`config.mk`:
```
export PLATFORM = sky130hd
export DESIGN_NAME = btag_axis
export DESIGN_NICKNAME = d
export VERILOG_FILES = /design/src/rtl/blit_texture_address_generator_assert.svh /design/src/rtl/btag_pkg.sv /design/src/rtl/btag_axis.sv
export SDC_FILE = /design/constraint.sdc
export NUM_CORES = 2
export LEC_CHECK = 0
export BUFFER_PORTS_ARGS = -buffer_cell sky130_fd_sc_hd__buf_4
export CAP_MARGIN = 20
export CORE_ASPECT_RATIO = 0.6
export CORE_MARGIN = 2
export CORE_UTILIZATION = 52
export DETAILED_ROUTE_END_ITERATION = 10
export PLACE_DENSITY = 0.71
export SKIP_CTS_REPAIR_TIMING = 1
export SYNTH_ARGS = -nofsm -noshare
export SYNTH_HDL_FRONTEND = slang
export SYNTH_SLANG_ARGS = --single-unit
```
`constraint.sdc`:
```
create_clock -name clk -period 31.1 [get_ports clk]
set_input_delay 6.22 -clock clk [delete_from_list [all_inputs] [get_ports clk]]
set_output_delay 6.22 -clock clk [all_outputs]
set_load 0.02 [all_outputs]
```
`src/rtl/blit_texture_address_generator_assert.svh`:
```
// Assertion macros shared by the blit texture address generator.
`ifndef BLIT_TEXTURE_ADDRESS_GENERATOR_ASSERT_SVH
`define BLIT_TEXTURE_ADDRESS_GENERATOR_ASSERT_SVH

// Same-cycle implication, disabled while in reset.
`define BTAG_ASSERT_SAME(label, clk, rst_n, lhs, rhs) \
    label: assert property (@(posedge clk) disable iff (!rst_n) (lhs) |-> (rhs)) \
        else $error("btag: same-cycle check failed");

// Next-cycle implication, disabled while in reset.
`define BTAG_ASSERT_NEXT(label, clk, rst_n, lhs, rhs) \
    label: assert property (@(posedge clk) disable iff (!rst_n) (lhs) |=> (rhs)) \
        else $error("btag: next-cycle check failed");

`endif

```
`src/rtl/btag_pkg.sv`:
```
// Package: types, register indexes and mode codes of the blit address generator.
`timescale 1ns / 1ps

package btag_pkg;

    localparam int COORD_BITS     = 12;
    localparam int OFF_BITS       = 12;
    localparam int REG_BITS       = 24;
    localparam int ADDR_BITS      = 24;
    localparam int CFG_INDEX_BITS = 3;

    localparam logic [CFG_INDEX_BITS-1:0] REG_ADDRESS_MODE       = 3'd0;
    localparam logic [CFG_INDEX_BITS-1:0] REG_SOURCE_RECT_ORIGIN = 3'd1;
    localparam logic [CFG_INDEX_BITS-1:0] REG_SOURCE_RECT_SIZE   = 3'd2;
    localparam logic [CFG_INDEX_BITS-1:0] REG_DEST_RECT_ORIGIN   = 3'd3;
    localparam logic [CFG_INDEX_BITS-1:0] REG_DEST_RECT_SIZE     = 3'd4;
    localparam logic [CFG_INDEX_BITS-1:0] REG_SOURCE_IMAGE_SIZE  = 3'd5;
    localparam logic [CFG_INDEX_BITS-1:0] REG_DEST_IMAGE_SIZE    = 3'd6;

    typedef enum logic [2:0] {
        MODE_NONE    = 3'd0,
        MODE_WRAP    = 3'd1,
        MODE_CLAMP   = 3'd2,
        MODE_MIRROR  = 3'd3,
        MODE_STRETCH = 3'd4
    } addr_mode_t;

    typedef struct packed {
        logic [OFF_BITS-1:0] offset_x;
        logic [OFF_BITS-1:0] offset_y;
    } in_item_t;

    typedef struct packed {
        logic                 write_enable;
        logic [ADDR_BITS-1:0] dest_address;
        logic [ADDR_BITS-1:0] source_address;
        logic                 source_in_range;
    } out_item_t;

endpackage

```
`src/rtl/btag_axis.sv`:
```
// One axis of the source coordinate: two bit-serial divider pipelines and mode select.
`timescale 1ns / 1ps

module btag_axis
    import btag_pkg::*;
#(
    parameter int CB  = COORD_BITS,
    parameter int OFF = OFF_BITS
)
(
    input  logic           clk,
    input  logic           adv,
    input  addr_mode_t     mode,
    input  logic [OFF-1:0] offset,
    input  logic [CB-1:0]  org,
    input  logic [CB-1:0]  rsize,
    input  logic [CB-1:0]  dsize,
    input  logic [CB-1:0]  isize,
    output logic [CB-1:0]  coord,
    output logic           in_image
);

    localparam int CW = ((CB > OFF) ? CB : OFF) + 1;
    localparam int N1 = OFF + CB;
    localparam int D1 = CB + 1;
    localparam int N2 = CB + 2;
    localparam int D2 = CB;
    localparam int SW = N1 + 1;

    logic [CW-1:0]  c0_reg;
    logic [N1-1:0]  p0_reg;
    logic [OFF-1:0] off0_reg;

    logic [D1-1:0] r1_reg  [N1];
    logic [N1-1:0] rq1_reg [N1];
    logic [CW-1:0] c1_reg  [N1];

    logic [D2-1:0] r2_reg  [N2];
    logic [N2-1:0] rq2_reg [N2];
    logic [CW-1:0] c2_reg  [N2];
    logic [D1-1:0] m1_reg  [N2];
    logic [N1-1:0] q1_reg  [N2];

    logic [CB-1:0] coord_reg;
    logic          inside_reg;

    logic [D1-1:0] div1;
    logic [N1-1:0] dsel;
    logic [CB-1:0] wrap_m1;
    logic [N2-1:0] dend2;
    logic [SW-1:0] s_next;

    function automatic logic [D1+N1-1:0] step1(input logic [D1-1:0] r,
                                               input logic [N1-1:0] rq,
                                               input logic [D1-1:0] d);
        logic [D1:0]   t;
        logic [N1-1:0] q;
        t = {r, rq[N1-1]};
        q = {rq[N1-2:0], 1'b0};
        if (t >= {1'b0, d})
        begin
            t    = t - {1'b0, d};
            q[0] = 1'b1;
        end
        return {t[D1-1:0], q};
    endfunction

    function automatic logic [D2+N2-1:0] step2(input logic [D2-1:0] r,
                                               input logic [N2-1:0] rq,
                                               input logic [D2-1:0] d);
        logic [D2:0]   t;
        logic [N2-1:0] q;
        t = {r, rq[N2-1]};
        q = {rq[N2-2:0], 1'b0};
        if (t >= {1'b0, d})
        begin
            t    = t - {1'b0, d};
            q[0] = 1'b1;
        end
        return {t[D2-1:0], q};
    endfunction

    function automatic logic [SW-1:0] clamp_top(input logic [SW-1:0] v,
                                                input logic [CB-1:0] sz);
        logic [SW-1:0] top;
        top = SW'(sz) - SW'(1);
        if (sz == '0)
            return '0;
        return (v > top) ? top : v;
    endfunction

    // Divisor and dividend of the first divider follow the mode
    always_comb
    begin
        div1 = {1'b0, dsize};
        dsel = p0_reg;
        case (mode)
            MODE_WRAP:
            begin
                div1 = {1'b0, isize};
                dsel = N1'(off0_reg);
            end
            MODE_MIRROR:
            begin
                div1 = {isize, 1'b0};
                dsel = N1'(c0_reg);
            end
            default:
            begin
                div1 = {1'b0, dsize};
                dsel = p0_reg;
            end
        endcase
    end

    assign wrap_m1 = (isize == '0) ? '0 : r1_reg[N1-1][CB-1:0];
    assign dend2   = N2'(org) + N2'(wrap_m1) + N2'(rsize);

    // Final per-mode selection
    always_comb
    begin
        logic [N1-1:0] q;
        logic [N1-1:0] t;
        logic [D1-1:0] r;
        q = (dsize == '0) ? '0 : q1_reg[N2-1];
        t = (q == '0) ? '0 : q - N1'(1);
        r = m1_reg[N2-1];
        case (mode)
            MODE_WRAP:
                s_next = (rsize == '0) ? '0 : SW'(r2_reg[N2-1]);
            MODE_CLAMP:
                s_next = clamp_top(SW'(c2_reg[N2-1]), isize);
            MODE_MIRROR:
            begin
                if (isize == '0)
                    s_next = '0;
                else if (r >= {1'b0, isize})
                    s_next = SW'({isize, 1'b0} - r - D1'(1));
                else
                    s_next = SW'(r);
            end
            MODE_STRETCH:
                s_next = clamp_top(SW'(org) + SW'(t), isize);
            default:
                s_next = SW'(c2_reg[N2-1]);
        endcase
    end

    always_ff @(posedge clk)
    begin
        if (adv)
        begin
            off0_reg <= offset;
            c0_reg   <= CW'(org) + CW'(offset);
            p0_reg   <= N1'(offset) * N1'(rsize);

            {r1_reg[0], rq1_reg[0]} <= step1('0, dsel, div1);
            c1_reg[0] <= c0_reg;
            for (int j = 1; j < N1; j++)
            begin
                {r1_reg[j], rq1_reg[j]} <= step1(r1_reg[j-1], rq1_reg[j-1], div1);
                c1_reg[j] <= c1_reg[j-1];
            end

            {r2_reg[0], rq2_reg[0]} <= step2('0, dend2, rsize);
            c2_reg[0] <= c1_reg[N1-1];
            m1_reg[0] <= r1_reg[N1-1];
            q1_reg[0] <= rq1_reg[N1-1];
            for (int j = 1; j < N2; j++)
            begin
                {r2_reg[j], rq2_reg[j]} <= step2(r2_reg[j-1], rq2_reg[j-1], rsize);
                c2_reg[j] <= c2_reg[j-1];
                m1_reg[j] <= m1_reg[j-1];
                q1_reg[j] <= q1_reg[j-1];
            end

            coord_reg  <= s_next[CB-1:0];
            inside_reg <= (s_next < SW'(isize));
        end
    end

    assign coord    = coord_reg;
    assign in_image = inside_reg;

endmodule

```
Word-level counts from Yosys, hierarchy flattened

Memories as Yosys holds them, arrays and structs flattened.
Index checks and enable logic that the tools add are counted.

$add $sub $neg: 46
Multiply operators: 1
Divide/modulo/power cells: 0
Magnitude comparators: 42
Eq/ne operators: 4
Shift-type cells: 0
Mux-type cells: 94
Bitwise gates (word level): 0
Reductions and logical operators: 4

Operators by type and width:

| cell                  | count |
|---|---|
| $ge 14x13->1          | 23 |
| $mux 13               | 23 |
| $sub 13x13->13        | 23 |
| $ge 13x12->1          | 14 |
| $mux 12               | 15 |
| $mux 25               | 7 |
| $sub 12x12->12        | 13 |
| $pmux 25 s4           | 1 |
| $mux 24               | 2 |
| $pmux 24 s2           | 1 |
| $mux 1                | 44 |
| $logic_not 12->1      | 3 |
| $add 12x12->13        | 2 |
| $pmux 13 s2           | 1 |
| $add 12x24->25        | 1 |
| $gt 13x25->1          | 1 |
| $gt 25x25->1          | 1 |
| $lt 25x12->1          | 1 |
| $logic_not 24->1      | 1 |
| $mul 12x12->24        | 1 |
| $sub 24x1->24 const B | 1 |
| $sub 14x2->15 const B | 1 |
| $add 13x12->14        | 1 |
| $sub 13x13->14        | 1 |
| other kinds (8)       | 9 |

Flip-flop bits (word level): 1300
Latch bits: 0
Bits in writable memories: 1012
ROM bits: 0
Input bits: 65
Output and inout port bits: 13
Logic and storage cells: 277
Memories kept: 4

Memory list:

| name   | depth | bits a word | read ports | clocked after memory_dff | wr ports | line            | text |
|---|---|---|---|---|---|---|---|
| q1_reg | 14    | 24          | 14         | 0                        | 14       | btag_axis.sv:42 | `logic [N1-1:0] q1_reg [N2];` |
| c1_reg | 24    | 13          | 24         | 0                        | 24       | btag_axis.sv:36 | `logic [CW-1:0] c1_reg [N1];` |
| c2_reg | 14    | 13          | 14         | 0                        | 14       | btag_axis.sv:40 | `logic [CW-1:0] c2_reg [N2];` |
| m1_reg | 14    | 13          | 14         | 0                        | 14       | btag_axis.sv:41 | `logic [D1-1:0] m1_reg [N2];` |

Longest topological paths before layout

Depth in word-level cells: 10
Gate-level depth with buffers: 44
Gate-level depth less buffers: 39

Least setup slack after synthesis

No wires, ideal clock.

Kind: input port to flip-flop
From: input dsize[0]
To: register inside_reg (netlist: in_image) (data pin)
Library setup time: 0.190 ns
Arrival: 14.444 ns
Required time: 30.910 ns
Slack: 16.465 ns
Stages on the path: 38
Path buffers: 5
Path through: or4_1 > or3_4 > buf_6 > clkbuf_1 > buf_1 > nand2_1 > ha_1 > nor2b_1 > nand4_1 > nor2_1 > a21o_1 > clkbuf_1 > nor2_1 > ha_1 > nor2b_1 > o31ai_1 > a211o_1 > a21oi_1 > [2 not listed] > o31a_1 > ha_1 > and3_1 > a22o_1 > o21ai_0 > o211ai_1 > o21ai_1 > clkbuf_1 > o21ai_0 > a222oi_1 > o21ai_0 > ha_1 > a21o_1 > a221oi_1 > o21ai_0 > a31oi_1 > o311ai_0 > a2111oi_2

Longest elaborated chain between the ends: 10
Elaborated cells between the ends (all ways): 11
Those cells by class: add/sub: 2; order compare: 2; mux: 5; reduce/logical: 2

Ends and longest elaborated chain:

| element                                                  | line             | text |
|---|---|---|
| start: declaration                                       | btag_axis.sv:17  | `input logic [CB-1:0] dsize,` |
| $logic_not 12->1 (*)                                     | btag_axis.sv:125 | `q = (dsize == '0) ? '0 : q1_reg[N2-1];` |
| $mux 24 (*)                                              | btag_axis.sv:125 |  |
| $sub 24x1->24 / $logic_not 24->1 (equally long branches) | btag_axis.sv:126 | `t = (q == '0) ? '0 : q - N1'(1);` |
| $mux 24 (*)                                              | btag_axis.sv:126 |  |
| $add 12x24->25 (*)                                       | btag_axis.sv:143 | `s_next = clamp_top(SW'(org) + SW'(t), isize);` |
| $gt 25x25->1                                             | btag_axis.sv:89  | `return (v > top) ? top : v;` |
| $mux 25 (*) (2 in series)                                | btag_axis.sv:89  |  |
| $pmux 25 s4 (*)                                          | btag_axis.sv:128 | `case (mode)` |
| named net s_next[10]                                     | btag_axis.sv:51  | `logic [SW-1:0] s_next;` |
| $lt 25x12->1 (*)                                         | btag_axis.sv:178 | `inside_reg <= (s_next < SW'(isize));` |
| end signal: assignment                                   | btag_axis.sv:178 |  |
| end: declaration                                         | btag_axis.sv:45  | `logic inside_reg;` |

Mark *: on every way through the listed nets, which the timed path passes. The rest lies on a longest branch.
A chain may end at the register's enable or synchronous reset.

Worst setup path after layout

From: input dsize[7]
To: register inside_reg (netlist: in_image) (data pin)

The elaborated chain is that of the path after synthesis.

==> results.yml <==
clock_tree:
  h-tree-depth: 4
  tritoncts: "done"
  clk_pin_slew_ns: 0.07
  root_buffer: "clkbuf_16"
  cts_max_path_buffers: 4
  cts_buffers: 199
  cts_sinks: 2221
  clk_latency_ns: 0.86
floorplanning:
  die-area_um2: 199000
  fp.dieH_um: 346
  die_w_um: 574
  rows: 125
  ios: 78
  start_util_pct: 52.4
  coreArea_um2: 194000
power:
  irDropWorstVdd_uv: 57.0
  power.leakage_nw: 42.0
  power_per_cell_area_nw_per_um2: 89.4
synth:
  synth_edf_count: 2221
  synthAdderAreaFrac_pct: 10.8
  synth-async-reset-ratio_pct: 0
  yosys.area_share.simple_pct: 7.10
  netlist_top_cells_area: "edfxtp_1 66%, ha_1 7.8%, mux2_2 3.1%"
  yosysMostFrequentCell: "edfxtp_1"
  yosys_warnings: 0
  syn_inst: 6990
  synthMuxAreaShare_pct: 3.82
  synth_compound_area_share_pct: 7.51
  avgSynthCellArea_um2: 14.5
  synthTopCellsByCount: "2221 x edfxtp_1, 634 x ha_1, 444 x inv_1, 444 x nand2_1, 420 x nor2_1"
  ys_ff_latch: 2221
  synth_xor_xnor_area_share_pct: 3.00
  ys.flop_type: "edfxtp_1"
  yosys.area.top_type: "edfxtp_1"
  ys_seq_area_share_pct: 65.7
  yosysUniqueCellTypes: 71
  synth_top_family_by_area: "adder cells"
  syn_area_um2: 102000
  synth_top_area_share_pct: 65.7
  synth_nets: 7841
routing:
  dr.pass1.iters: 6
  wire_per_inst_um: 21.3
  drtIter0Drc: 5933
  num_vias: 57000
  drt_wl_total_um: 214000
  via_per_inst: 5.69
  antenna_left: 0
  post-route-drc-count: 0
finish:
  syn_to_final_growth_pct: 10.9
  multiInputGateArea_um2: 33000
  seq_area_um2: 66700
  n_fill_cell: 14600
  fin_nets: 8103
  utilization_pct: 58.1
  fin_area_um2: 113000
  largest_register_ffs: 576
  drive_gt1_share_pct: 10.9
global_routing:
  overflow: 0
  antenna_found_initial: 9
  grt_pass1_vias: 54300
  grt_pass1_wl_um: 326000
  track_usage_pct: 21.2
  grt_max_degree: 214
sta:
  hold_viol: 0
  setup_viol: 0
  rsz0062_at_grt: "false"
  drv_slew: 0
  fin_skew_ns: 0.0695
  tightest_slew_ns: 1.26
  slew_headroom_pct: 16.0
  tns_ns: 0
  timing.fmax_ghz: 0.0671
  min_period_ns: 14.90
  holdWs_ns: 0.362
  period_share_pct: 47.9
setup_path:
  criticalPathCategory: "in -> reg"
  crit_slowest_cell: "nor3b_1"
  cp_max_fo: 31
  cp_common_cell: "o21ai_0"
  endpoint_kind: "register"
  start_kind: "primary input"
  critical_path_arrival_ns: 15.54
  cp.required_ns: 31.74
  critical_path.max_stage_delay_ns: 0.59
status:
  status: "finished clean"
flow_run:
  drv_cap: 0
place:
  port_buffers: 77
  placed_cell_area_um2: 106000
  routabilityCongestion: 0.918
  hpwl_um: 143000
hold_path:
  hp-class: "reg -> reg"
-- power breakdown --
group          internal, W  total [W]  switching [W]
registers          0.00403    0.00429       0.000259
clock network      0.00141    0.00249        0.00108
logic              0.00149    0.00329        0.00180
total              0.00693     0.0101        0.00314
-- cell type report --
| cell class | instances | share of cell area, % |
|---|---|---|
| inverter | 445 | 1.48 |
| clock inverter | 130 | 1.23 |
| antenna | 8 | 0.0178 |
| sequential | 2221 | 59.2 |
| tap | 2603 | 2.89 |
| clock buffer | 224 | 4.56 |
| multi-input combinational | 4215 | 29.3 |
| timing repair buffer | 170 | 1.26 |
-- worst max-delay path: cells and delay by family --
| family | cells | cell delay, ns |
|---|---|---|
| compound gates | 21 | 4.31 |
| simple gates | 11 | 3.03 |
| fa+ha+maj | 4 | 1.39 |
| buf+inv | 2 | 0.39 |
| xor+xnor | 1 | 0.13 |
-- per-layer routing --
layer  share of wire, %  wire [um]  vias up  global-route usage (%)
met3                7.1      15300      300                    4.11
met1                 50     107000    28100                    34.5
met2                 41      87000     1894                    29.2
met5                  0          0        -                       0
met4                1.9       4060        0                    4.62
li1                   -          -    26700                       -
-- cell families (layout without fill, tap and decap cells) --
group | count (synthesis) | after routing
compound gates | 1219 | 1219
mux | 353 | 353
simple gates | 1509 | 1509
other cells | 0 | 8
fa+ha+maj | 786 | 786
flops | 2221 | 2221
buf+inv | 554 | 969
xor+xnor | 348 | 348
-- worst paths after layout --
path                                      end           start  slack, ns  cells after the start
worst min register to register  c1_reg[2][42]   c1_reg[2][29]       0.36                      0
worst max-delay path                 in_image        dsize[7]      16.20                     39
worst max register to register       in_image  q1_reg[1][128]      21.92                     34
worst min-delay path            c1_reg[2][42]   c1_reg[2][29]       0.36                      0
-- stage by stage --
| step | total power [W] | cells | worst slack (ns) |
|---|---|---|---|
| global route | 0.0106 | 10000 | 15.53 |
| global placement | 0.00744 | 9632 | 15.64 |
| floorplan | 0.00666 | 6990 | 16.47 |
| detailed placement | 0.00753 | 9640 | 15.57 |
| finish | 0.0101 | 10000 | 16.20 |
| CTS | 0.0101 | 9994 | 16.44 |
-- cells in the final DEF (no fill, tap or decap), types with 23 or more instances in the layout --
cell | netlist | routed
xor2_1 | 135 | 135
nor3_1 | 119 | 119
fa_1 | 152 | 152
clkbuf_16 | 0 | 202
mux2i_1 | 77 | 77
nand4_1 | 126 | 126
nor2_1 | 420 | 420
clkinv_1 | 1 | 37
mux2_2 | 276 | 276
o31a_1 | 23 | 23
a21o_1 | 130 | 130
nor4_1 | 28 | 27
buf_4 | 0 | 152
bufinv_16 | 0 | 26
and2_1 | 81 | 81
xnor2_1 | 213 | 213
inv_1 | 444 | 444
o21a_1 | 73 | 73
nand2b_1 | 55 | 54
a21boi_0 | 87 | 87
nand2_1 | 444 | 444
nor2b_1 | 126 | 126
ha_1 | 634 | 634
o31ai_1 | 75 | 74
o22ai_1 | 32 | 32
edfxtp_1 | 2221 | 2221
a211oi_1 | 59 | 36
clkinv_2 | 0 | 32
a211oi_2 | 0 | 23
o21ai_0 | 376 | 363
a21oi_1 | 260 | 249
Power figures use the tool's default switching activity.
